`config.mk`:
```
export PLATFORM = sky130hd
export DESIGN_NAME = rfbs_front
export DESIGN_NICKNAME = d
export VERILOG_FILES = /design/src/rfbs_pkg.sv /design/src/rfbs_front.sv
export SDC_FILE = /design/constraint.sdc
export NUM_CORES = 1
export LEC_CHECK = 0
export BUFFER_PORTS_ARGS = -buffer_cell sky130_fd_sc_hd__buf_2
export CAP_MARGIN = 20
export CORE_MARGIN = 5
export CORE_UTILIZATION = 34
export DETAILED_ROUTE_END_ITERATION = 8
export PLACE_DENSITY = 0.86
export SYNTH_ARGS = -nofsm -noshare
export SYNTH_HDL_FRONTEND = slang
export SYNTH_SLANG_ARGS = --single-unit
```
`constraint.sdc`:
```
create_clock -name vclk -period 3.3
set_input_delay 0.66 -clock vclk [all_inputs]
set_output_delay 0.66 -clock vclk [all_outputs]
set_load 0.05 [all_outputs]
```
`src/rfbs_pkg.sv`:
```
// Shared types, constants and header byte function of the rotated framebuffer burst streamer.
`timescale 1ns / 1ps
`default_nettype none
package rfbs_pkg;

    localparam int COORD_W  = 13;
    localparam int COLOUR_W = 24;
    localparam int SYNC_LEN = 32;
    localparam int HDR_LEN  = 40;
    localparam int POS_W    = 6;
    localparam int QUEUE_DEPTH = 4;

    localparam logic [1:0] CMD_SET  = 2'd0;
    localparam logic [1:0] CMD_FILL = 2'd1;
    localparam logic [1:0] CMD_EMIT = 2'd2;

    localparam logic [1:0] ROT_PLUS  = 2'd1;
    localparam logic [1:0] ROT_MINUS = 2'd2;

    localparam logic REG_ROTATION   = 1'b0;
    localparam logic REG_BRIGHTNESS = 1'b1;

    localparam logic [1:0] ROT_RESET    = 2'd0;
    localparam logic [7:0] BRIGHT_RESET = 8'd127;

    localparam logic [7:0] MODE_TAG = 8'hfb;
    localparam logic [7:0] MODE_CFG = 8'h09;

    localparam logic [1:0] CH_RED   = 2'd0;
    localparam logic [1:0] CH_GREEN = 2'd1;
    localparam logic [1:0] CH_BLUE  = 2'd2;

    localparam logic [15:0] SYNC_WORDS [16] = '{
        16'hac92, 16'h3bca, 16'h41bf, 16'h393d, 16'ha74a, 16'hae01, 16'h155d, 16'hfb70,
        16'hf681, 16'h2f6d, 16'h4931, 16'h0fa3, 16'h77bf, 16'hd756, 16'h26f9, 16'h4eb6
    };

    typedef enum logic [1:0] {
        K_SET  = 2'd0,
        K_FILL = 2'd1,
        K_EMIT = 2'd2
    } t_kind;

    typedef struct packed {
        t_kind                 kind;
        logic [COLOUR_W-1:0]   colour;
    } t_op_ctl;

    // Sync words go out low byte first, then the eight mode bytes.
    function automatic logic [7:0] header_byte(input logic [POS_W-1:0] pos,
                                               input logic [7:0] bright,
                                               input logic [15:0] width);
        logic [15:0] w;
        logic [7:0]  b;
        w = SYNC_WORDS[pos[4:1]];
        if (pos < POS_W'(SYNC_LEN)) begin
            b = pos[0] ? w[15:8] : w[7:0];
        end else begin
            case (pos[2:0])
                3'd0: b = MODE_TAG;
                3'd2: b = MODE_CFG;
                3'd3: b = bright;
                3'd4: b = width[7:0];
                3'd5: b = width[15:8];
                default: b = 8'h00;
            endcase
        end
        return b;
    endfunction

endpackage
`default_nettype wire

```
`src/rfbs_front.sv`:
```
// Front end: accepts items, drops off-panel pixels, rotates and computes store addresses.
`timescale 1ns / 1ps
`default_nettype none
module rfbs_front #(
    parameter int PANEL_WIDTH  = 64,
    parameter int PANEL_HEIGHT = 64,
    parameter int AW           = 12
) (
    input  wire logic                             i_in_valid,
    input  wire logic [1:0]                       i_command,
    input  wire logic signed [rfbs_pkg::COORD_W-1:0] i_pixel_x,
    input  wire logic signed [rfbs_pkg::COORD_W-1:0] i_pixel_y,
    input  wire logic [rfbs_pkg::COLOUR_W-1:0]    i_colour,
    input  wire logic [1:0]                       i_rotation,
    input  wire logic                             i_q_full,
    input  wire logic                             i_clearing,
    output logic                                  o_in_stall,
    output logic                                  o_push,
    output rfbs_pkg::t_op_ctl                     o_op,
    output logic [AW-1:0]                         o_addr
);
    localparam int MAXD = (PANEL_WIDTH > PANEL_HEIGHT) ? PANEL_WIDTH : PANEL_HEIGHT;
    localparam int CW   = $clog2(MAXD + 1);
    localparam int PW   = AW + 1;
    localparam int LW   = rfbs_pkg::COORD_W - 1;

    logic          accept;
    logic          x_ok, y_ok, x_in_h, y_in_w, rotating, set_ok;
    logic [CW-1:0] xs, ys, nx, ny;
    logic [PW-1:0] addr_full;

    assign o_in_stall = i_q_full | i_clearing;
    assign accept     = i_in_valid & ~o_in_stall;

    assign x_ok   = ~i_pixel_x[LW] && (i_pixel_x[LW-1:0] < LW'(PANEL_WIDTH));
    assign y_ok   = ~i_pixel_y[LW] && (i_pixel_y[LW-1:0] < LW'(PANEL_HEIGHT));
    assign x_in_h = i_pixel_x[LW-1:0] < LW'(PANEL_HEIGHT);
    assign y_in_w = i_pixel_y[LW-1:0] < LW'(PANEL_WIDTH);
    assign rotating = (i_rotation == rfbs_pkg::ROT_PLUS) || (i_rotation == rfbs_pkg::ROT_MINUS);

    // Both quarter turns keep a point on the panel only inside the common square.
    assign set_ok = x_ok && y_ok && (!rotating || (x_in_h && y_in_w));

    assign xs = i_pixel_x[CW-1:0];
    assign ys = i_pixel_y[CW-1:0];

    always_comb begin
        case (i_rotation)
            rfbs_pkg::ROT_PLUS: begin
                nx = ys;
                ny = CW'(PANEL_HEIGHT - 1) - xs;
            end
            rfbs_pkg::ROT_MINUS: begin
                nx = CW'(PANEL_WIDTH - 1) - ys;
                ny = xs;
            end
            default: begin
                nx = xs;
                ny = ys;
            end
        endcase
    end

    assign addr_full = PW'(nx) + PW'(PANEL_WIDTH) * PW'(ny);
    assign o_addr    = addr_full[AW-1:0];

    always_comb begin
        o_op.colour = i_colour;
        o_op.kind   = rfbs_pkg::K_SET;
        o_push      = 1'b0;
        case (i_command)
            rfbs_pkg::CMD_SET: begin
                o_push = accept & set_ok;
            end
            rfbs_pkg::CMD_FILL: begin
                o_op.kind = rfbs_pkg::K_FILL;
                o_push    = accept;
            end
            rfbs_pkg::CMD_EMIT: begin
                o_op.kind = rfbs_pkg::K_EMIT;
                o_push    = accept;
            end
            default: begin
                o_push = 1'b0;
            end
        endcase
    end
endmodule
`default_nettype wire

```
Word level (Yosys, flattened, before mapping):

Index checks and enable logic that the tools add are counted.

* $lt $le $gt $ge: 2
* eq/ne operators: 4
* reduce and logical (&&, ||, !) cells: 10
* add/sub/neg operators: 3
* bitwise gates (word level): 6
* muxes and demuxes: 4

Operators with widths (count)
* $lt A12 B7 Y1 const B: 2
* $pmux W7 S2: 1
* $add A7 B12 Y12: 1
* $pmux W6 S2: 1
* $sub A6 B7 Y7 const A: 1
* $sub A6 B6 Y6 const A: 1
* $logic_and A1 B1 Y1: 5
* $eq A2 B1 Y1 const B: 2
* $eq A2 B2 Y1 const B: 2
* $pmux W2 S2: 1
* $not A1 Y1: 3
* $and A1 B1 Y1: 2
* $logic_not A2 Y1: 1
* $logic_or A1 B1 Y1: 2
* $pmux W1 S2: 1
* $reduce_or A2 Y1: 1
* $logic_not A1 Y1: 1
* $or A1 B1 Y1: 1

* register bits: 0
* output and inout port bits: 40
* word-level logic and storage cells: 29

Logic depth before layout (Yosys ltp):

Gate-level depths: netlist (run 1).

* depth in word-level cells: 7
* depth in mapped cells: 11
* mapped depth without buffers: 8

Least setup slack after synthesis (run 1):

OpenSTA, ideal clock, no wires.

* path kind: input to output
* start point: input i_rotation[0]
* end point: output o_addr[10]
* setup slack: -0.306 ns
* cell stages on the path: 11
* arrival time: 2.946 ns
* cells stage by stage: inv_1 > ha_1 > buf_6 > buf_2 > buf_2 > nand2_1 > o21ai_0 > ha_1 > ha_1 > nor3b_1 > xnor2_1

* cells in the longest elaborated chain, start to end: 3

Ends and longest elaborated chain
* from (decl): line rfbs_front.sv:14 `input wire logic [1:0] i_rotation,`
* $eq A2 B2 Y1 or $eq A2 B1 Y1 (tied branches): line rfbs_front.sv:48 `case (i_rotation)`
* $pmux W7 S2 or $pmux W6 S2 (tied branches): line rfbs_front.sv:48
* $add A7 B12 Y12 (*): line rfbs_front.sv:64 `assign addr_full = PW'(nx) + PW'(PANEL_WIDTH) * PW'(ny);`
* to (decl): line rfbs_front.sv:20 `output logic [AW-1:0] o_addr`

Mark *: on every way between the ends. The rest lies on a longest branch, timed or not.

Worst setup path in the final report (run 1):

* start point: input i_rotation[0]
* end point: output o_addr[11]

Same word-level chain as after synthesis.

==> out/results.ini, run 1 <==
[status]
outcome = finished clean

[final_layout]
seq_cells = 0
fillers = 234
layout.nets = 185
clkbuf_count = 0
syn2layout_area_growth_pct = 19.9
insertedDiodeCount = 0
regArea_sq_um = 0
drive_gt1_frac = 0.576
design_area_sq_um = 897

[timing]
fmax_mhz = 312
rsz0062_at_grt = no
slew_violations = 0
final-hold-violation-count = 0
setup_viol = 0
max_slew_margin = 0.746
post-route-period-util = 0.971
worst_slew_pin_slew_ps = 373
min_period_ps = 3200

[worst_setup_path]
crit_start = i_rotation[0]
required_ps = 2640
worstPathCellList = buf_2 -> inv_1 -> ha_1 -> buf_4 -> buf_4 -> mux2i_4 -> nor4_2 -> xnor2_2 -> clkbuf_4
path_delay_family = buffers and inverters
cp.arrival_ps = 2540
start_kind = input port
max_stage_delay_ps = 380
critPathSlowestCell = ha_1
cp_common_cell = buf_4
cp_num_buf_inv = 5
worst-path-max-fanout = 11
crit_path_end_kind = output port
path_class = input port to output port

[detailed_routing]
top_layer = met4
met1Wirelength_um = 612
route.met2.wl_mm = 1.18
drc_errors = 0
dr.pass1.iters = 4
met3_length_um = 320
antenna_left = 0
finalWirelength_mm = 2.15
vias_per_cell = 4.85
drt-initial-drc-count = 7
wl_per_cell_um = 14.7
vias = 708

[min_path]
worstHoldStart = i_colour[12]
hold_path_class = input port to output port

[yosys]
syn_avg_cell_area_sq_um = 8.05
synth.yosys.seq_area_share = 0
netlist_instances = 93
yosysUniqueCellTypes = 27
yosysWarnings = 0
synth_nets = 158
synth.cell_area_sq_um = 748

[floorplan]
die_height_um = 56.9
die-area_sq_um = 3240
start_util = 0.348
core_area_sq_um = 2150
std_cell_rows = 17
die_x_um = 56.9
ioPinCount = 97

[flow_run]
cap_violations = 0

[global_route]
grt_pass1_wl_mm = 3.28
grt_pass1_vias = 736
grt_max_degree = 12
grtUsageTotal = 0.118
antenna_found_initial = 0
grt-ovfl-total = 0

[power]
power.density_nw_per_um2 = 243
power_uw = 218
leakage_nw = 0.480
irDropWorstVdd_mv = 0.168

[placed_design]
dp_hpwl_mm = 1.92
numPortBuffers = 49
dpl-instance-area_sq_um = 878
gp_congestion = 0.795

[clock_network]
postCtsHoldBufs = 0

==> cell usage after synthesis (all sizes together) <==
master	count	area (sq um)
inv	4	15.0
o311ai	1	16.3
nor4	3	25.0
ha	8	100
nor4b	2	17.5
o31a	1	8.76
and2	1	6.26
a21oi	1	5.00
or2	1	6.26
nor3	1	5.00
nand2b	1	6.26
nand2	8	30.0
nor3b	1	7.51
buf	29	224
mux2i	11	130
nor2	2	7.51
o21ai	9	45.0
mux2	3	41.3
and2b	1	7.51
xnor2	4	35.0
a41oi	1	8.76
==> cell usage in the layout (no fill, tap or decap), types with 2 or more instances in the layout <==
master,instances
buf_2,47
buf_4,5
clkbuf_4,2
ha_1,8
inv_1,4
mux2_4,2
mux2i_1,8
mux2i_4,2
nand2_1,8
nor2_1,2
nor4_1,2
o21ai_0,8
xnor2_2,4
==> worst paths after layout <==
path	end	depth (start not counted)
min	o_op[12]	0
max	o_addr[11]	9
==> per-layer routing <==
metal,track usage,vias to the layer above
met1,0.101,309
met2,0.253,45
met5,0,-
met3,0.0437,6
met4,0.0199,0
li1,-,348
==> area by class of cell <==
type	instances	area (sq um)	share of cell area
tap	28	35.0	0.0391
timing repair buffer	54	288	0.321
inverter	4	15.0	0.0167
multi-input combinational	60	559	0.623
==> report_power, final <==
part           leakage (nW)  switching, mW  total, mW  internal (mW)
clock                     0              0          0              0
sequential                0              0          0              0
combinational         0.480          0.144      0.218         0.0745
==> cells by family after synthesis <==
family | share of synthesized area
AOI/OAI and AO/OA | 0.112
and+or+nand+nor | 0.159
muxes | 0.229
adders and majority gates | 0.134
xor gates and xnor gates | 0.0468
buffers and inverters | 0.319
==> stage by stage <==
step / util / TNS (ps) / hold WS [ps] / std cells / worst slack (ps)
global placement: 0.409 / 0 / 1320 / 146 / 134
global route: 0.418 / 0 / 1320 / 146 / 22.9
floorplan: - / -30.4 / 1490 / 93 / -30.4
finish: 0.418 / 0 / 1320 / 146 / 95.6
CTS: 0.411 / 0 / 1320 / 146 / 26.9
detailed placement: 0.409 / -21.0 / 1320 / 146 / -21.0
==> timing repair <==
item                       CTS  global route
cloned                       0             0
setup endpoints to repair    1             3
buffers inserted             0             0
resized for setup            1             4
pin swaps                    0             1
Power figures use the tool's default switching activity.
==> run 2, diff against run 1 <==
--- a/config.mk
+++ b/config.mk
@@ -7,10 +7,13 @@
 export LEC_CHECK = 0
 export BUFFER_PORTS_ARGS = -buffer_cell sky130_fd_sc_hd__buf_2
 export CAP_MARGIN = 20
+export CELL_PAD_IN_SITES_DETAIL_PLACEMENT = 1
+export CELL_PAD_IN_SITES_GLOBAL_PLACEMENT = 1
 export CORE_MARGIN = 5
-export CORE_UTILIZATION = 34
+export CORE_UTILIZATION = 20
 export DETAILED_ROUTE_END_ITERATION = 8
-export PLACE_DENSITY = 0.86
+export PLACE_DENSITY_LB_ADDON = 0.1
 export SYNTH_ARGS = -nofsm -noshare
 export SYNTH_HDL_FRONTEND = slang
 export SYNTH_SLANG_ARGS = --single-unit
+export TNS_END_PERCENT = 20
==> out/results.ini, run 2 (synthesized netlist as in run 1, its figures left out) <==
[worst_setup_path]
cp.arrival_ps = 2500  ; was 2540 ps
worst-path-max-fanout = 10  ; was 11
path_class = input port to output port  ; unchanged
cp_num_buf_inv = 4  ; was 5
worstPathCellList = buf_2 -> inv_1 -> ha_1 -> buf_4 -> nand2b_1 -> o31a_1 -> ha_1 -> nor3b_1 -> xnor2_2 -> buf_2  ; was buf_2 -> inv_1 -> ha_1 -> buf_4 -> buf_4 -> mux2i_4 -> nor4_2 -> xnor2_2 -> clkbuf_4
path_delay_family = buffers and inverters  ; unchanged
required_ps = 2640  ; about the same
start_kind = input port  ; unchanged
max_stage_delay_ps = 350  ; was 380 ps
crit_path_end_kind = output port  ; unchanged
critPathSlowestCell = ha_1  ; unchanged

[global_route]
grtUsageTotal = 0.0775  ; was 0.118
grt-ovfl-total = 0  ; unchanged
grt_pass1_vias = 759  ; was 736
antenna_found_initial = 0  ; unchanged
grt_max_degree = 11  ; was 12
grt_pass1_wl_mm = 3.37  ; was 3.28 mm

[power]
irDropWorstVdd_mv = 0.0479  ; was 0.168 mV
leakage_nw = 0.455  ; was 0.480 nW
swShare = 0.673  ; was 0.659
power.share.clock = 0  ; about the same
switchingPower_uw = 142  ; was 144 uW
power_frac_seq = 0  ; about the same
p_int_uw = 69.0  ; was 74.5 uW
power.density_nw_per_um2 = 240  ; was 243 nW/um^2
pwr-share-comb = 1.000  ; about the same
power_uw = 211  ; was 218 uW

[final_layout]
seq_cells = 0  ; unchanged
final_cell_mix = buf_2, o21ai_0, mux2i_1, nand2_1, ha_1  ; was buf_2, mux2i_1, nand2_1, o21ai_0, ha_1
insertedDiodeCount = 0  ; unchanged
design_area_sq_um = 878  ; was 897 sq um
syn2layout_area_growth_pct = 17.4  ; was 19.9%
layout_commonest_cell = buf_2  ; unchanged
drive_gt1_frac = 0.530  ; was 0.576
layout.nets = 184  ; was 185
fillers = 475  ; was 234
fin_cells = 165  ; was 146
clkbuf_count = 0  ; unchanged
regArea_sq_um = 0  ; unchanged

[floorplan]
core_area_sq_um = 3630  ; was 2150 sq um
std_cell_rows = 22  ; was 17
die-area_sq_um = 5060  ; was 3240 sq um
start_util = 0.206  ; was 0.348
die_x_um = 71.2  ; was 56.9 um
die_height_um = 71.2  ; was 56.9 um
ioPinCount = 97  ; unchanged

[placed_design]
placed_cells = 165  ; was 146
gp_congestion = 0.789  ; was 0.795
dp_hpwl_mm = 1.94  ; was 1.92 mm
dpl-instance-area_sq_um = 867  ; was 878 sq um
numPortBuffers = 49  ; unchanged
pre_cts_slack_ps = 111  ; was -21.0 ps

[min_path]
holdPathStages = 0  ; unchanged
worstHoldStart = i_colour[11]  ; was i_colour[12]
worstHoldEndpoint = o_op[11]  ; was o_op[12]
hold_path_class = input port to output port  ; unchanged

[detailed_routing]
drt-initial-drc-count = 11  ; was 7
finalWirelength_mm = 2.13  ; was 2.15 mm
wl_per_cell_um = 12.9  ; was 14.7 um
drc_errors = 0  ; unchanged
vias_per_cell = 4.25  ; was 4.85
antenna_left = 0  ; unchanged
dr.pass1.iters = 2  ; was 4
vias = 701  ; was 708

[flow_run]
cap_violations = 0  ; unchanged

[timing]
post-route-period-util = 0.958  ; was 0.971
worst_slew_pin_slew_ps = 300  ; was 373 ps
slew_violations = 0  ; unchanged
worst_slack_ps = 139  ; was 95.6 ps
rsz0062_at_grt = yes  ; was no
setup_viol = 0  ; unchanged
setup-tns-final_ps = 0  ; unchanged
min_period_ps = 3160  ; was 3200 ps
final-hold-violation-count = 0  ; unchanged
max_slew_margin = 0.796  ; was 0.746
fmax_mhz = 316  ; was 312 MHz

[status]
outcome = finished clean  ; unchanged

[clock_network]
post_cts_buffers = 0  ; unchanged

==> run 2: metal layers <==
metal | global-route usage | vias up | wire length (um)
met5 | 0 | - | 0
met4 | 0.0104 | 0 | 10
met3 | 0.0341 | 6 | 318
met2 | 0.138 | 48 | 1010
met1 | 0.0871 | 303 | 790
li1 | - | 344 | -
==> run 2: how the worst max path moves through the flow <==
| stage | depth (start not counted) | slack [ps] | endpoint | startpoint |
|---|---|---|---|---|
| floorplan | 5 | -180 | o_push | i_command[0] |
| global placement | 10 | 140 | o_addr[10] | i_rotation[0] |
| detailed placement | 10 | 110 | o_addr[10] | i_rotation[0] |
| CTS | 10 | 110 | o_addr[10] | i_rotation[0] |
| global route | 9 | -50 | o_addr[10] | i_rotation[0] |
| finish | 10 | 140 | o_addr[10] | i_rotation[0] |
==> run 2: final cells by class <==
| cell class | instances | area (sq um) | area share |
|---|---|---|---|
| tap | 48 | 60.1 | 0.0684 |
| timing repair buffer | 53 | 278 | 0.316 |
| inverter | 4 | 15.0 | 0.0171 |
| multi-input combinational | 60 | 526 | 0.598 |
==> run 2: power by group through the flow <==
stage               Combinational (mW)  Clock, mW  Sequential, mW
finish                           0.211          0               0
global route                     0.227          0               0
CTS                              0.211          0               0
detailed placement               0.211          0               0
global placement                 0.209          0               0
floorplan                        0.234          0               0
==> run 2: timing repair <==
item                                    in CTS  in global routing
hold buffers                                 0                  0
gates resized for setup                      0                  3
endpoints found under the setup margin       0                  2
==> run 2: per-stage QoR <==
step	util	hold slack, ps
finish	0.242	1320
global route	0.242	1320
CTS	0.239	1320
detailed placement	0.239	1320
global placement	0.239	1320
floorplan	-	1490
