`src/rfbs_pkg.sv`:
```
// Shared types, constants and header byte function of the rotated framebuffer burst streamer.
`timescale 1ns / 1ps
`default_nettype none
package rfbs_pkg;

    localparam int COORD_W  = 13;
    localparam int COLOUR_W = 24;
    localparam int SYNC_LEN = 32;
    localparam int HDR_LEN  = 40;
    localparam int POS_W    = 6;
    localparam int QUEUE_DEPTH = 4;

    localparam logic [1:0] CMD_SET  = 2'd0;
    localparam logic [1:0] CMD_FILL = 2'd1;
    localparam logic [1:0] CMD_EMIT = 2'd2;

    localparam logic [1:0] ROT_PLUS  = 2'd1;
    localparam logic [1:0] ROT_MINUS = 2'd2;

    localparam logic REG_ROTATION   = 1'b0;
    localparam logic REG_BRIGHTNESS = 1'b1;

    localparam logic [1:0] ROT_RESET    = 2'd0;
    localparam logic [7:0] BRIGHT_RESET = 8'd127;

    localparam logic [7:0] MODE_TAG = 8'hfb;
    localparam logic [7:0] MODE_CFG = 8'h09;

    localparam logic [1:0] CH_RED   = 2'd0;
    localparam logic [1:0] CH_GREEN = 2'd1;
    localparam logic [1:0] CH_BLUE  = 2'd2;

    localparam logic [15:0] SYNC_WORDS [16] = '{
        16'hac92, 16'h3bca, 16'h41bf, 16'h393d, 16'ha74a, 16'hae01, 16'h155d, 16'hfb70,
        16'hf681, 16'h2f6d, 16'h4931, 16'h0fa3, 16'h77bf, 16'hd756, 16'h26f9, 16'h4eb6
    };

    typedef enum logic [1:0] {
        K_SET  = 2'd0,
        K_FILL = 2'd1,
        K_EMIT = 2'd2
    } t_kind;

    typedef struct packed {
        t_kind                 kind;
        logic [COLOUR_W-1:0]   colour;
    } t_op_ctl;

    // Sync words go out low byte first, then the eight mode bytes.
    function automatic logic [7:0] header_byte(input logic [POS_W-1:0] pos,
                                               input logic [7:0] bright,
                                               input logic [15:0] width);
        logic [15:0] w;
        logic [7:0]  b;
        w = SYNC_WORDS[pos[4:1]];
        if (pos < POS_W'(SYNC_LEN)) begin
            b = pos[0] ? w[15:8] : w[7:0];
        end else begin
            case (pos[2:0])
                3'd0: b = MODE_TAG;
                3'd2: b = MODE_CFG;
                3'd3: b = bright;
                3'd4: b = width[7:0];
                3'd5: b = width[15:8];
                default: b = 8'h00;
            endcase
        end
        return b;
    endfunction

endpackage
`default_nettype wire

```
`src/rfbs_queue.sv`:
```
// Short first-in first-out queue of decoded operations between front and back end.
`timescale 1ns / 1ps
`default_nettype none
module rfbs_queue #(
    parameter int DATA_W = 38
) (
    input  wire logic              i_clk,
    input  wire logic              i_rst_n,
    input  wire logic              i_push,
    input  wire logic [DATA_W-1:0] i_push_data,
    input  wire logic              i_pop,
    output logic                   o_full,
    output logic                   o_valid,
    output logic [DATA_W-1:0]      o_data
);
    localparam int DEPTH = rfbs_pkg::QUEUE_DEPTH;
    localparam int PTR_W = $clog2(DEPTH);
    localparam int CNT_W = $clog2(DEPTH + 1);

    logic [DATA_W-1:0] r_slots [DEPTH];
    logic [PTR_W-1:0]  r_wr_ptr, r_rd_ptr;
    logic [CNT_W-1:0]  r_count;
    logic              do_pop;

    assign o_full  = (r_count == CNT_W'(DEPTH));
    assign o_valid = (r_count != '0);
    assign o_data  = r_slots[r_rd_ptr];
    assign do_pop  = i_pop & o_valid;

    always_ff @(posedge i_clk) begin
        if (!i_rst_n) begin
            r_wr_ptr <= '0;
            r_rd_ptr <= '0;
            r_count  <= '0;
        end else begin
            if (i_push) begin
                r_wr_ptr <= r_wr_ptr + 1'b1;
            end
            if (do_pop) begin
                r_rd_ptr <= r_rd_ptr + 1'b1;
            end
            r_count <= r_count + CNT_W'(i_push) - CNT_W'(do_pop);
        end
    end

    always_ff @(posedge i_clk) begin
        if (i_push) begin
            r_slots[r_wr_ptr] <= i_push_data;
        end
    end

    a_no_push_when_full: assert property (@(posedge i_clk) disable iff (!i_rst_n)
        !(i_push && o_full))
        else $error("operation pushed into a full queue");
endmodule
`default_nettype wire

```
`config.mk`:
```
export PLATFORM = sky130hd
export DESIGN_NAME = rfbs_queue
export DESIGN_NICKNAME = d
export VERILOG_FILES = /design/src/rfbs_pkg.sv /design/src/rfbs_queue.sv
export SDC_FILE = /design/constraint.sdc
export NUM_CORES = 1
export LEC_CHECK = 0
export BUFFER_PORTS_ARGS = -buffer_cell sky130_fd_sc_hd__buf_2
export CORE_AREA = 3 3 121 135
export CTS_CLUSTER_DIAMETER = 30
export CTS_CLUSTER_SIZE = 30
export DETAILED_ROUTE_END_ITERATION = 10
export DIE_AREA = 0 0 124 138
export PLACE_DENSITY = 0.64
export SLEW_MARGIN = 25
export SYNTH_ARGS = -nofsm -noshare
export SYNTH_HDL_FRONTEND = slang
export SYNTH_SLANG_ARGS = --single-unit
```
`constraint.sdc`:
```
create_clock -name i_clk -period 5.2 [get_ports i_clk]
set_input_delay 0.52 -clock i_clk [delete_from_list [all_inputs] [get_ports i_clk]]
set_output_delay 0.52 -clock i_clk [all_outputs]
set_load 0.05 [all_outputs]
```
Word level (Yosys, flattened, before mapping)
Memories as Yosys holds them, arrays and structs flattened. A register that Yosys moved wholly into a read port is not among the register bits.
Index checks and enable logic that the tools add are counted.

storage, ports and cells
  flip-flop bits (word level) = 7
  memories kept = 1
  output and inout port bits = 40
  bits in writable memories = 152

memory list
  name     depth  width  read ports  clocked after Yosys merged registers in  write ports  line              text
  r_slots  4      38     1           1                                        1            rfbs_queue.sv:20  logic [DATA_W-1:0] r_slots [DEPTH];

operators by class
  add/sub/neg operators = 4
  bitwise gates (word level) = 1
  equal/unequal tests = 1
  mux-type cells = 4
  reductions and logical operators = 1

operator list
  kind                 number
  $add 2x1->2 const B  2
  $mux 2               2
  $add 3x1->3          1
  $eq 3x3->1 const B   1
  $reduce_bool 3->1    1
  $sub 3x1->3          1
  $mux 1               2
  $and 1x1->1          1

Logic depth before layout (Yosys ltp)
Gate-level depths: netlist of run 1.

  word-level depth = 4
  gate-level depth with buffers = 7
  depth with buffers taken out = 7

Least setup slack after synthesis of run 1
Ideal clock, no wire load.

  path type = flip-flop to flip-flop
  start point = register r_count[1]
  end point = register r_count[2]
  stages on the path, launching flop included = 8
  setup time = 115 ps
  clock period less this slack = 1925 ps
  arrival = 1810 ps
  path slack = 3275 ps
  cells stage by stage = dfxtp_1 -> o31a_1 -> ha_1 -> inv_1 -> ha_1 -> fa_1 -> xnor3_1 -> and2_1

between the ends
  longest elaborated chain between the ends = 3
  elaborated cells on any way between the ends = 4

ends and longest elaborated chain
  what                    line              text
  from (decl)             rfbs_queue.sv:22  logic [CNT_W-1:0] r_count;
  from (signal assigned)  rfbs_queue.sv:42  r_count <= r_count + CNT_W'(i_push) - CNT_W'(do_pop);
  $reduce_bool 3->1       rfbs_queue.sv:26  assign o_valid = (r_count != '0);
  $and 1x1->1             rfbs_queue.sv:28  assign do_pop = i_pop & o_valid;
  via do_pop              rfbs_queue.sv:23  logic do_pop;
  $sub 3x1->3             rfbs_queue.sv:42

The timed path passes the listed nets, and every way through them passes these cells.
A chain may end at the register's enable or synchronous reset.

==> impl_metrics.json, run 1 <==
{
  "switchingPower_mw": 1.06,
  "clk_latency_ns": 0.41,
  "synthAdderAreaFrac_pct": 1.59,
  "hpwlAfterDp_mm": 5.75,
  "crit_type": "reg2out",
  "postSynthCellCount": 243,
  "core_sq_um": 15100,
  "combinationalPowerShare_pct": 22.4,
  "die_x_um": 124,
  "vias": 2656,
  "hold_viol": 0,
  "clock-root-buffer": "clkbuf_16",
  "intPower_mw": 2.53,
  "synth_compound_area_share_pct": 0.293,
  "drc": 0,
  "pwr-share-seq_pct": 44.7,
  "post-cts-setup-buffers": 0,
  "cts_resized": 0,
  "fill_cells": 1287,
  "hp-class": "in2reg",
  "crit_chain": "mux4_2 > buf_2",
  "dieArea_sq_um": 17100,
  "clockBufferDepth": 2,
  "antenna_found_initial": 0,
  "regArea_sq_um": 4750,
  "critPathSlowestCell": "dfxtp_4",
  "power_mw": 3.59,
  "rsz0062_at_grt": "no",
  "final_cell_mix": "edfxtp_1 (152), buf_2 (81), mux4_2 (38)",
  "layout_commonest_cell": "edfxtp_1",
  "seq_area_frac_synth_pct": 79.4,
  "syn_area_sq_um": 5970,
  "wl_mm": 10.1,
  "fin_crit_sh_pct": 51.4,
  "p_sw_share_pct": 29.6,
  "fin_setup_tns_ns": 0,
  "drive_above_1_share_pct": 43.1,
  "grt_max_degree": 39,
  "synth_nets": 292,
  "rows": 47,
  "first_iter_violations": 79,
  "irDropWorstVdd_mv": 0.272,
  "grt-ovfl-total": 0,
  "worst_pin_slew_ns": 0.801,
  "final_antenna_net_count": 0,
  "drv_slew": 0,
  "synth-seq-cells": 161,
  "max_stage_delay_ns": 0.88,
  "fin_skew_ns": 0.00553,
  "numCtsBuffers": 17,
  "worstPathArrival_ns": 2.15,
  "power.leakage_nw": 2.43,
  "synth_top_family_by_area": "multiplexers",
  "cpLargestDelayFamily": "flip-flops",
  "clock_sinks": 161,
  "status": "finished clean",
  "avgSynthCellArea_sq_um": 24.6,
  "critPathLaunchType": "flop",
  "syn_to_final_growth_pct": 19.2,
  "drt_pass1_iterations": 4,
  "clkPwrFrac_pct": 32.9,
  "gp_congestion": 0.680,
  "muxShareOfSynthArea_pct": 15.0,
  "h-tree-depth": 4,
  "cts_tree": "yes",
  "wl_per_cell_um": 18.7,
  "initial_core_util_pct": 39.7,
  "yosysUniqueCellTypes": 22,
  "maxCapViolCount": 0,
  "critical_path.max_fanout": 38,
  "cp.required_ns": 4.68,
  "grt_pass1_wl_mm": 16.1,
  "top_level_ports": 82,
  "antennaDiodeCount": 0,
  "setup_viol": 0,
  "vias_per_cell": 4.90,
  "critPathBufInv": 1,
  "yosys.area_share.simple_pct": 1.49,
  "finalNetCount": 384,
  "multi_input_area_sq_um": 1140,
  "max_freq_ghz": 0.374,
  "pwr_density_cell_nw_per_um2": 504,
  "grt_usage_pct": 13.0,
  "grt_pass1_vias": 2919,
  "slew_headroom_pct": 46.6,
  "end_kind": "output port",
  "synth_xor_area_share_pct": 0.524,
  "dieHeight_um": 138,
  "fin_crit_ns": 2.67,
  "clkTransAtPathRegs_ns": 0.06,
  "port_buffers": 81,
  "yosysWarnings": 0,
  "ctsHoldBuffers": 0
}
## cell usage after synthesis
| master | number | area share, % |
|---|---|---|
| or3_1 | 1 | 0.10 |
| nand2_1 | 2 | 0.13 |
| mux4_2 | 38 | 14 |
| mux2i_1 | 4 | 0.67 |
| clkbuf_1 | 1 | 0.063 |
| buf_4 | 1 | 0.13 |
| nor2b_1 | 1 | 0.10 |
| o311ai_0 | 1 | 0.15 |
| and3_1 | 1 | 0.10 |
| xnor3_1 | 1 | 0.38 |
| buf_2 | 3 | 0.25 |
| fa_1 | 1 | 0.34 |
| dfxtp_1 | 9 | 3.0 |
| buf_6 | 1 | 0.19 |
| xor2_1 | 1 | 0.15 |
| buf_12 | 2 | 0.67 |
| edfxtp_1 | 152 | 76 |
| o31a_1 | 1 | 0.15 |
| and2_1 | 8 | 0.84 |
| ha_1 | 6 | 1.3 |
| inv_1 | 6 | 0.38 |
| nand2b_1 | 2 | 0.21 |
## kinds of logic (layout without fill, tap and decap cells)
kind of cell / after synthesis / after routing
flip-flops: 161 / 161
adder cells (fa/ha/maj): 7 / 7
AND/OR/NAND/NOR: 15 / 15
XOR/XNOR: 2 / 2
buffers and inverters: 14 / 117
multiplexers: 42 / 42
AO/OA/AOI/OAI: 2 / 2
## metrics by stage
stage	worst slack, ns	utilization [%]	std cells	hold slack (ns)	area, sq um
after floorplan	3.27	-	243	0.449	5970
after global placement	2.86	43.6	512	0.459	6560
after detailed placement	2.88	43.6	512	0.467	6560
after CTS	2.43	47.3	542	0.298	7120
after global routing	2.33	47.3	542	0.298	7120
final	2.53	47.3	542	0.324	7120
## per-layer routing
layer	vias to the layer above	wire length (um)	GRT usage [%]
li1	1199	-	-
met1	1366	4090	15.9
met2	74	5140	20.5
met3	17	735	5.43
met4	0	168	5.07
met5	-	0	0
## power by group through the flow
stage	clock network, mW	logic, mW	registers [mW]
2_1_floorplan	0	0.744	1.55
3_3_place_gp	0	0.806	1.64
3_5_place_dp	0	0.814	1.64
4_1_cts	1.21	0.817	1.61
5_1_grt	1.27	0.851	1.63
6_report	1.18	0.804	1.61
## sequential cells by signal, indices dropped and copies added, names as in the netlist, named ones only
| register | count |
|---|---|
| r_slots | 152 |
| r_count | 3 |
| r_rd_ptr | 2 |
| r_wr_ptr | 2 |
## path summary, 6_finish.rpt
check        cells past startpoint                     start                 endpoint  slack, ns
max                              2                      flop               o_data[13]       2.53
min                              1            i_push_data[2]  r_slots[3][2]$_DFFE_PP_       0.32
max reg2reg                      7     r_count[1]$_SDFF_PN0_    r_count[2]$_SDFF_PN0_       3.17
min reg2reg                      2  r_rd_ptr[1]$_SDFFE_PN0P_                     flop       0.47
## cell type report
| class | instances | area share, % |
|---|---|---|
| clock buffers | 22 | 6.24 |
| inverters | 6 | 0.316 |
| flip-flops and latches | 161 | 66.7 |
| clock inverters | 8 | 1.60 |
| repair buffers | 81 | 5.69 |
| multi-input cells | 68 | 16.0 |
| well taps | 196 | 3.44 |
(Power assumes the default switching activity.)
==> inputs of run 2 (changes only) <==
- clock period: 5.2 -> 2.6 ns (I/O delays scaled with it)
==> run 2 against run 1 <==
Against the previous run:
- global-route usage up 0.35 points
- setup slack worse by 2.1 ns
- sequential share of layout area fell by 0.77 points
- clock power up 87%
- cell area is 1.1% higher
- clock skew up 0.0023 ns
- critical path type unchanged
- register-to-register slack worse by 2.6 ns
- non-clock buffer count rose by 7
- count of clock-buffer cells in the layout is 3 lower
- first-iteration DRC count is 110% higher
- largest cell class unchanged
- die area stayed put
==> impl_metrics.json, run 2 (synthesized netlist as in run 1, its figures left out) <==
{
  "grt-ovfl-total": 0,
  "final_antenna_net_count": 0,
  "grt_pass1_wl_mm": 16.5,
  "worstPathArrival_ns": 1.89,
  "rsz0062_at_grt": "no",
  "first_iter_violations": 167,
  "setup_viol": 0,
  "clock_sinks": 161,
  "initial_core_util_pct": 39.7,
  "drt_pass1_iterations": 4,
  "cp.required_ns": 2.34,
  "hold_start": "i_push_data[12]",
  "top_level_ports": 82,
  "drive_above_1_share_pct": 44.8,
  "rr_startpoint": "r_count[1]$_SDFF_PN0_",
  "numCtsBuffers": 17,
  "h-tree-depth": 4,
  "min_path_cells": 1,
  "grt_max_degree": 39,
  "cts_resized": 0,
  "antenna_found_initial": 1,
  "power_mw": 7.10,
  "wl_per_cell_um": 19.2,
  "placed_cells": 519,
  "max_freq_ghz": 0.465,
  "critical_path.max_fanout": 38,
  "port_buffers": 81,
  "status": "finished clean",
  "end_kind": "output port",
  "regMostFlops": "r_slots",
  "core_sq_um": 15100,
  "vias_per_cell": 5.01,
  "largest_reg_flops": 152,
  "hpwlAfterDp_mm": 6.42,
  "crit_type": "reg2out",
  "ff2ff_setup_slack_ns": 0.54,
  "fin_setup_tns_ns": 0,
  "fin_crit_ns": 2.15,
  "pwr_density_cell_nw_per_um2": 986,
  "layout_commonest_cell": "edfxtp_1",
  "critPathLaunchType": "flop",
  "drc": 0,
  "grt_pass1_vias": 2947,
  "rows": 47,
  "clk_latency_ns": 0.41,
  "clockBufferDepth": 2,
  "antennaDiodeCount": 0,
  "worst_pin_slew_ns": 0.559,
  "irDropWorstVdd_mv": 0.689,
  "fill_cells": 1317,
  "clkTransAtPathRegs_ns": 0.06,
  "dieHeight_um": 138,
  "power.leakage_nw": 2.46,
  "stdcell_count": 551,
  "slew_headroom_pct": 62.3,
  "post-cts-setup-buffers": 0,
  "fin_skew_ns": 0.00779,
  "fin_crit_sh_pct": 82.7,
  "gp_congestion": 0.677,
  "vias": 2762,
  "drv_slew": 0,
  "wl_mm": 10.6,
  "cp-endpoint": "o_data[23]",
  "post-route-util_pct": 47.8,
  "ctsHoldBuffers": 0,
  "syn_to_final_growth_pct": 20.5,
  "grt_usage_pct": 13.4,
  "die_x_um": 124,
  "final_cell_mix": "edfxtp_1 (152), buf_2 (81), mux4_2 (38)",
  "hp-class": "in2reg",
  "fin_area_sq_um": 7200,
  "place_area_sq_um": 6670,
  "cts_tree": "yes",
  "hold_viol": 0,
  "r2r-end": "r_count[2]$_SDFF_PN0_",
  "dieArea_sq_um": 17100,
  "finalNetCount": 391,
  "maxCapViolCount": 0,
  "clock-root-buffer": "clkbuf_16",
  "biggestRegsByFlops": "r_slots (152), r_count (3)",
  "r2r_cells": 7
}
## run 2: cell types whose count changed in the layout (fill, tap and decap cells not counted)
cell	previous run	this run
buf_12	0	5
and2_2	0	4
and2_4	4	0
clkinvlp_4	0	4
clkbuf_1	5	2
buf_4	0	2
bufinv_16	3	1
clkinv_1	1	3
clkinv_2	4	5
dfxtp_2	0	1
dfxtp_4	2	1
## run 2: layer usage
metal  GRT usage [%]  routed length (um)  vias to the layer above
met5               0                   7                        -
met4            4.67                 141                        2
met3            5.15                 665                       17
met2            21.4                5410                       76
met1            16.6                4370                     1450
li1                -                   -                     1217
## run 2: power by group
part | internal, mW | switching [mW] | total (mW) | leakage (nW)
Sequential | 3.00 | 0.0702 | 3.07 | 1.47
Clock | 1.29 | 0.920 | 2.21 | 0.251
Combinational | 0.608 | 1.21 | 1.81 | 0.734
## run 2: cell type report
cell class | instances | area (sq um) | area share, %
Sequential cell | 161 | 4750 | 66.0
Multi-Input combinational cell | 68 | 1130 | 15.7
Timing Repair Buffer | 88 | 520 | 7.23
Clock buffer | 19 | 433 | 6.01
Tap cell | 196 | 245 | 3.41
Clock inverter | 13 | 96.3 | 1.34
Inverter | 6 | 22.5 | 0.313
## run 2: worst min path at each step
stage | to | slack [ns]
after floorplan | r_slots[0][0]$_DFFE_PP_ | 0.36
after detailed placement | r_slots[3][12]$_DFFE_PP_ | 0.48
after CTS | r_slots[3][12]$_DFFE_PP_ | 0.04
final | r_slots[3][12]$_DFFE_PP_ | 0.06
after global placement | flop | 0.46
after global routing | r_slots[3][21]$_DFFE_PP_ | 0.04
## run 2: critical path, stage by stage, from the launching register on
cell and delay (ns):
dfxtp_4 0.35, buf_12 0.31, mux4_2 0.57, buf_2 0.23
## run 2: per-stage QoR
step	hold slack, ns	worst slack (ns)
finish	0.0584	0.449
global route	0.0401	0.341
CTS	0.0369	0.392
detailed placement	0.476	0.552
global placement	0.463	0.640
floorplan	0.359	0.675
==> inputs of run 3 (changes only) <==
- clock period: 2.6 -> 2 ns (I/O delays scaled with it)
==> run 3 against run 2 <==
Against the previous run:
- sequential share of layout area fell by 4.2 points
- die area did not move
- global-route usage fell by 0.26 points
- clock power rose by 30%
- critical endpoint unchanged
- sequential cell count did not move
- setup slack got worse by 0.40 ns
- non-clock buffer count rose by 43
- cell area rose by 6.9%
- power rose by 33%
- routed wire length fell by 2.7%
- worst hold slack improved by 0.071 ns
- largest cell class unchanged
==> impl_metrics.json, run 3 (synthesized netlist as in run 1, its figures left out) <==
{
  "grt-ovfl-total": 0,
  "biggestRegsByFlops": "r_slots (152), r_count (3)",
  "critPathLaunchType": "flop",
  "irDropWorstVdd_mv": 0.716,
  "grt_use_met2_pct": 20.8,
  "vias": 2856,
  "final_antenna_net_count": 0,
  "final_cell_mix": "edfxtp_1 (152), buf_2 (69), mux4_2 (38), dlygate4sd3_1 (38), clkbuf_16 (17)",
  "fill_cells": 1292,
  "vias_per_cell": 4.81,
  "top_level_ports": 82,
  "first_iter_violations": 153,
  "cts_tree": "yes",
  "post-cts-setup-buffers": 0,
  "drv_slew": 0,
  "dieArea_sq_um": 17100,
  "worst_pin_slew_ns": 0.506,
  "hold_viol": 0,
  "worstPathArrival_ns": 1.75,
  "port_buffers": 81,
  "grtUsageMet3_pct": 4.29,
  "setup_ws_ns": 0.0496,
  "largest_reg_flops": 152,
  "use_met1_pct": 16.4,
  "hpwlAfterDp_mm": 6.34,
  "numCtsBuffers": 17,
  "critPathSlowestCell": "mux4_2",
  "grt_pass1_wl_mm": 16.4,
  "fin_crit_sh_pct": 97.5,
  "crit_type": "reg2out",
  "grt_max_degree": 39,
  "setup_viol": 0,
  "max_stage_delay_ns": 0.53,
  "dieHeight_um": 138,
  "hp-class": "in2reg",
  "initial_core_util_pct": 39.7,
  "cp.required_ns": 1.80,
  "antennaDiodeCount": 0,
  "clock_sinks": 161,
  "rsz0062_at_grt": "yes",
  "drc": 0,
  "drt_pass1_iterations": 5,
  "crit_chain": "buf_12 > mux4_2 > buf_2",
  "fin_skew_ns": 0.00420,
  "holdWs_ns": 0.129,
  "critical_path.max_fanout": 18,
  "clockBufferDepth": 2,
  "rows": 47,
  "grt_pass1_vias": 3093,
  "gp_congestion": 0.657,
  "clkTransAtPathRegs_ns": 0.06,
  "clk_latency_ns": 0.41,
  "max_freq_ghz": 0.513,
  "wl_per_cell_um": 17.4,
  "antenna_found_initial": 0,
  "core_sq_um": 15100,
  "clock-root-buffer": "clkbuf_16",
  "wl_mm": 10.3,
  "pre_cts_slack_ns": 0.0134,
  "h-tree-depth": 4,
  "busiest_layer": "met2",
  "fin_crit_ns": 1.95,
  "die_x_um": 124,
  "maxCapViolCount": 0,
  "drive_above_1_share_pct": 41.2,
  "status": "finished clean",
  "layout_commonest_cell": "edfxtp_1",
  "regMostFlops": "r_slots",
  "syn_to_final_growth_pct": 28.9,
  "end_kind": "output port",
  "pwr_density_cell_nw_per_um2": 1220,
  "grt_usage_pct": 13.1,
  "power.leakage_nw": 2.66,
  "finalNetCount": 434,
  "slew_headroom_pct": 65.8
}
## run 3: cell types whose count changed in the layout (fill, tap and decap cells not counted), moves of 2 or more
| cell | previous run | this run |
|---|---|---|
| buf_4 | 2 | 7 |
| clkinv_2 | 5 | 2 |
| dlygate4sd3_1 | 0 | 38 |
| buf_6 | 0 | 12 |
| buf_2 | 81 | 69 |
| clkinv_1 | 3 | 5 |
## run 3: final timing paths
check / startpoint / end / slack [ns] / depth (start not counted)
worst max-delay path: flop / o_data[23] / 0.05 / 3
worst max register to register: r_count[2]$_SDFF_PN0_ / r_count[2]$_SDFF_PN0_ / 0.06 / 7
worst min-delay path: i_rst_n / r_count[2]$_SDFF_PN0_ / 0.13 / 2
worst min register to register: r_rd_ptr[1]$_SDFFE_PN0P_ / flop / 0.48 / 2
## run 3: power breakdown
part	leakage (nW)	switching [mW]	internal [mW]
registers	1.47	0.0787	3.90
logic	0.943	1.61	0.972
clock network	0.242	1.19	1.68
## run 3: worst max-delay path: cells and delay by family, from the launching register on
family,cells,cell delay (ns)
multiplexers,1,0.53
flip-flops,1,0.37
buffers and inverters,2,0.43
## run 3: layout make-up
type / count / area [sq um] / share of cell area [%]
clock buffers: 19 / 433 / 5.62
clock inverters: 13 / 96.3 / 1.25
inverters: 6 / 22.5 / 0.293
multi-input cells: 68 / 1140 / 14.8
flip-flops and latches: 161 / 4750 / 61.7
well taps: 196 / 245 / 3.19
repair buffers: 131 / 1010 / 13.2
## run 3: timing repair
| action | CTS | global route |
|---|---|---|
| setup endpoints to repair | 11 | 37 |
| endpoints found under the hold margin | 152 | 0 |
| resized for setup | 11 | 16 |
| pin swaps | 0 | 1 |
| hold buffers | 38 | 0 |
## run 3: per-layer routing
metal  vias up  part of all wire, %
li1       1301                    -
met1      1475                   43
met2        68                   50
met3        12                  4.8
met4         0                  1.7
met5         -                    0
## run 3: stage by stage
step	total power, mW	TNS [ns]	std cells	instance area (sq um)	util [%]
after floorplan	5.95	0	243	5970	-
after global placement	6.46	0	524	6710	44.6
after detailed placement	6.49	0	524	6710	44.6
after CTS	9.49	0	594	7650	50.8
after global routing	9.84	-0.649	594	7700	51.1
final	9.42	0	594	7700	51.1
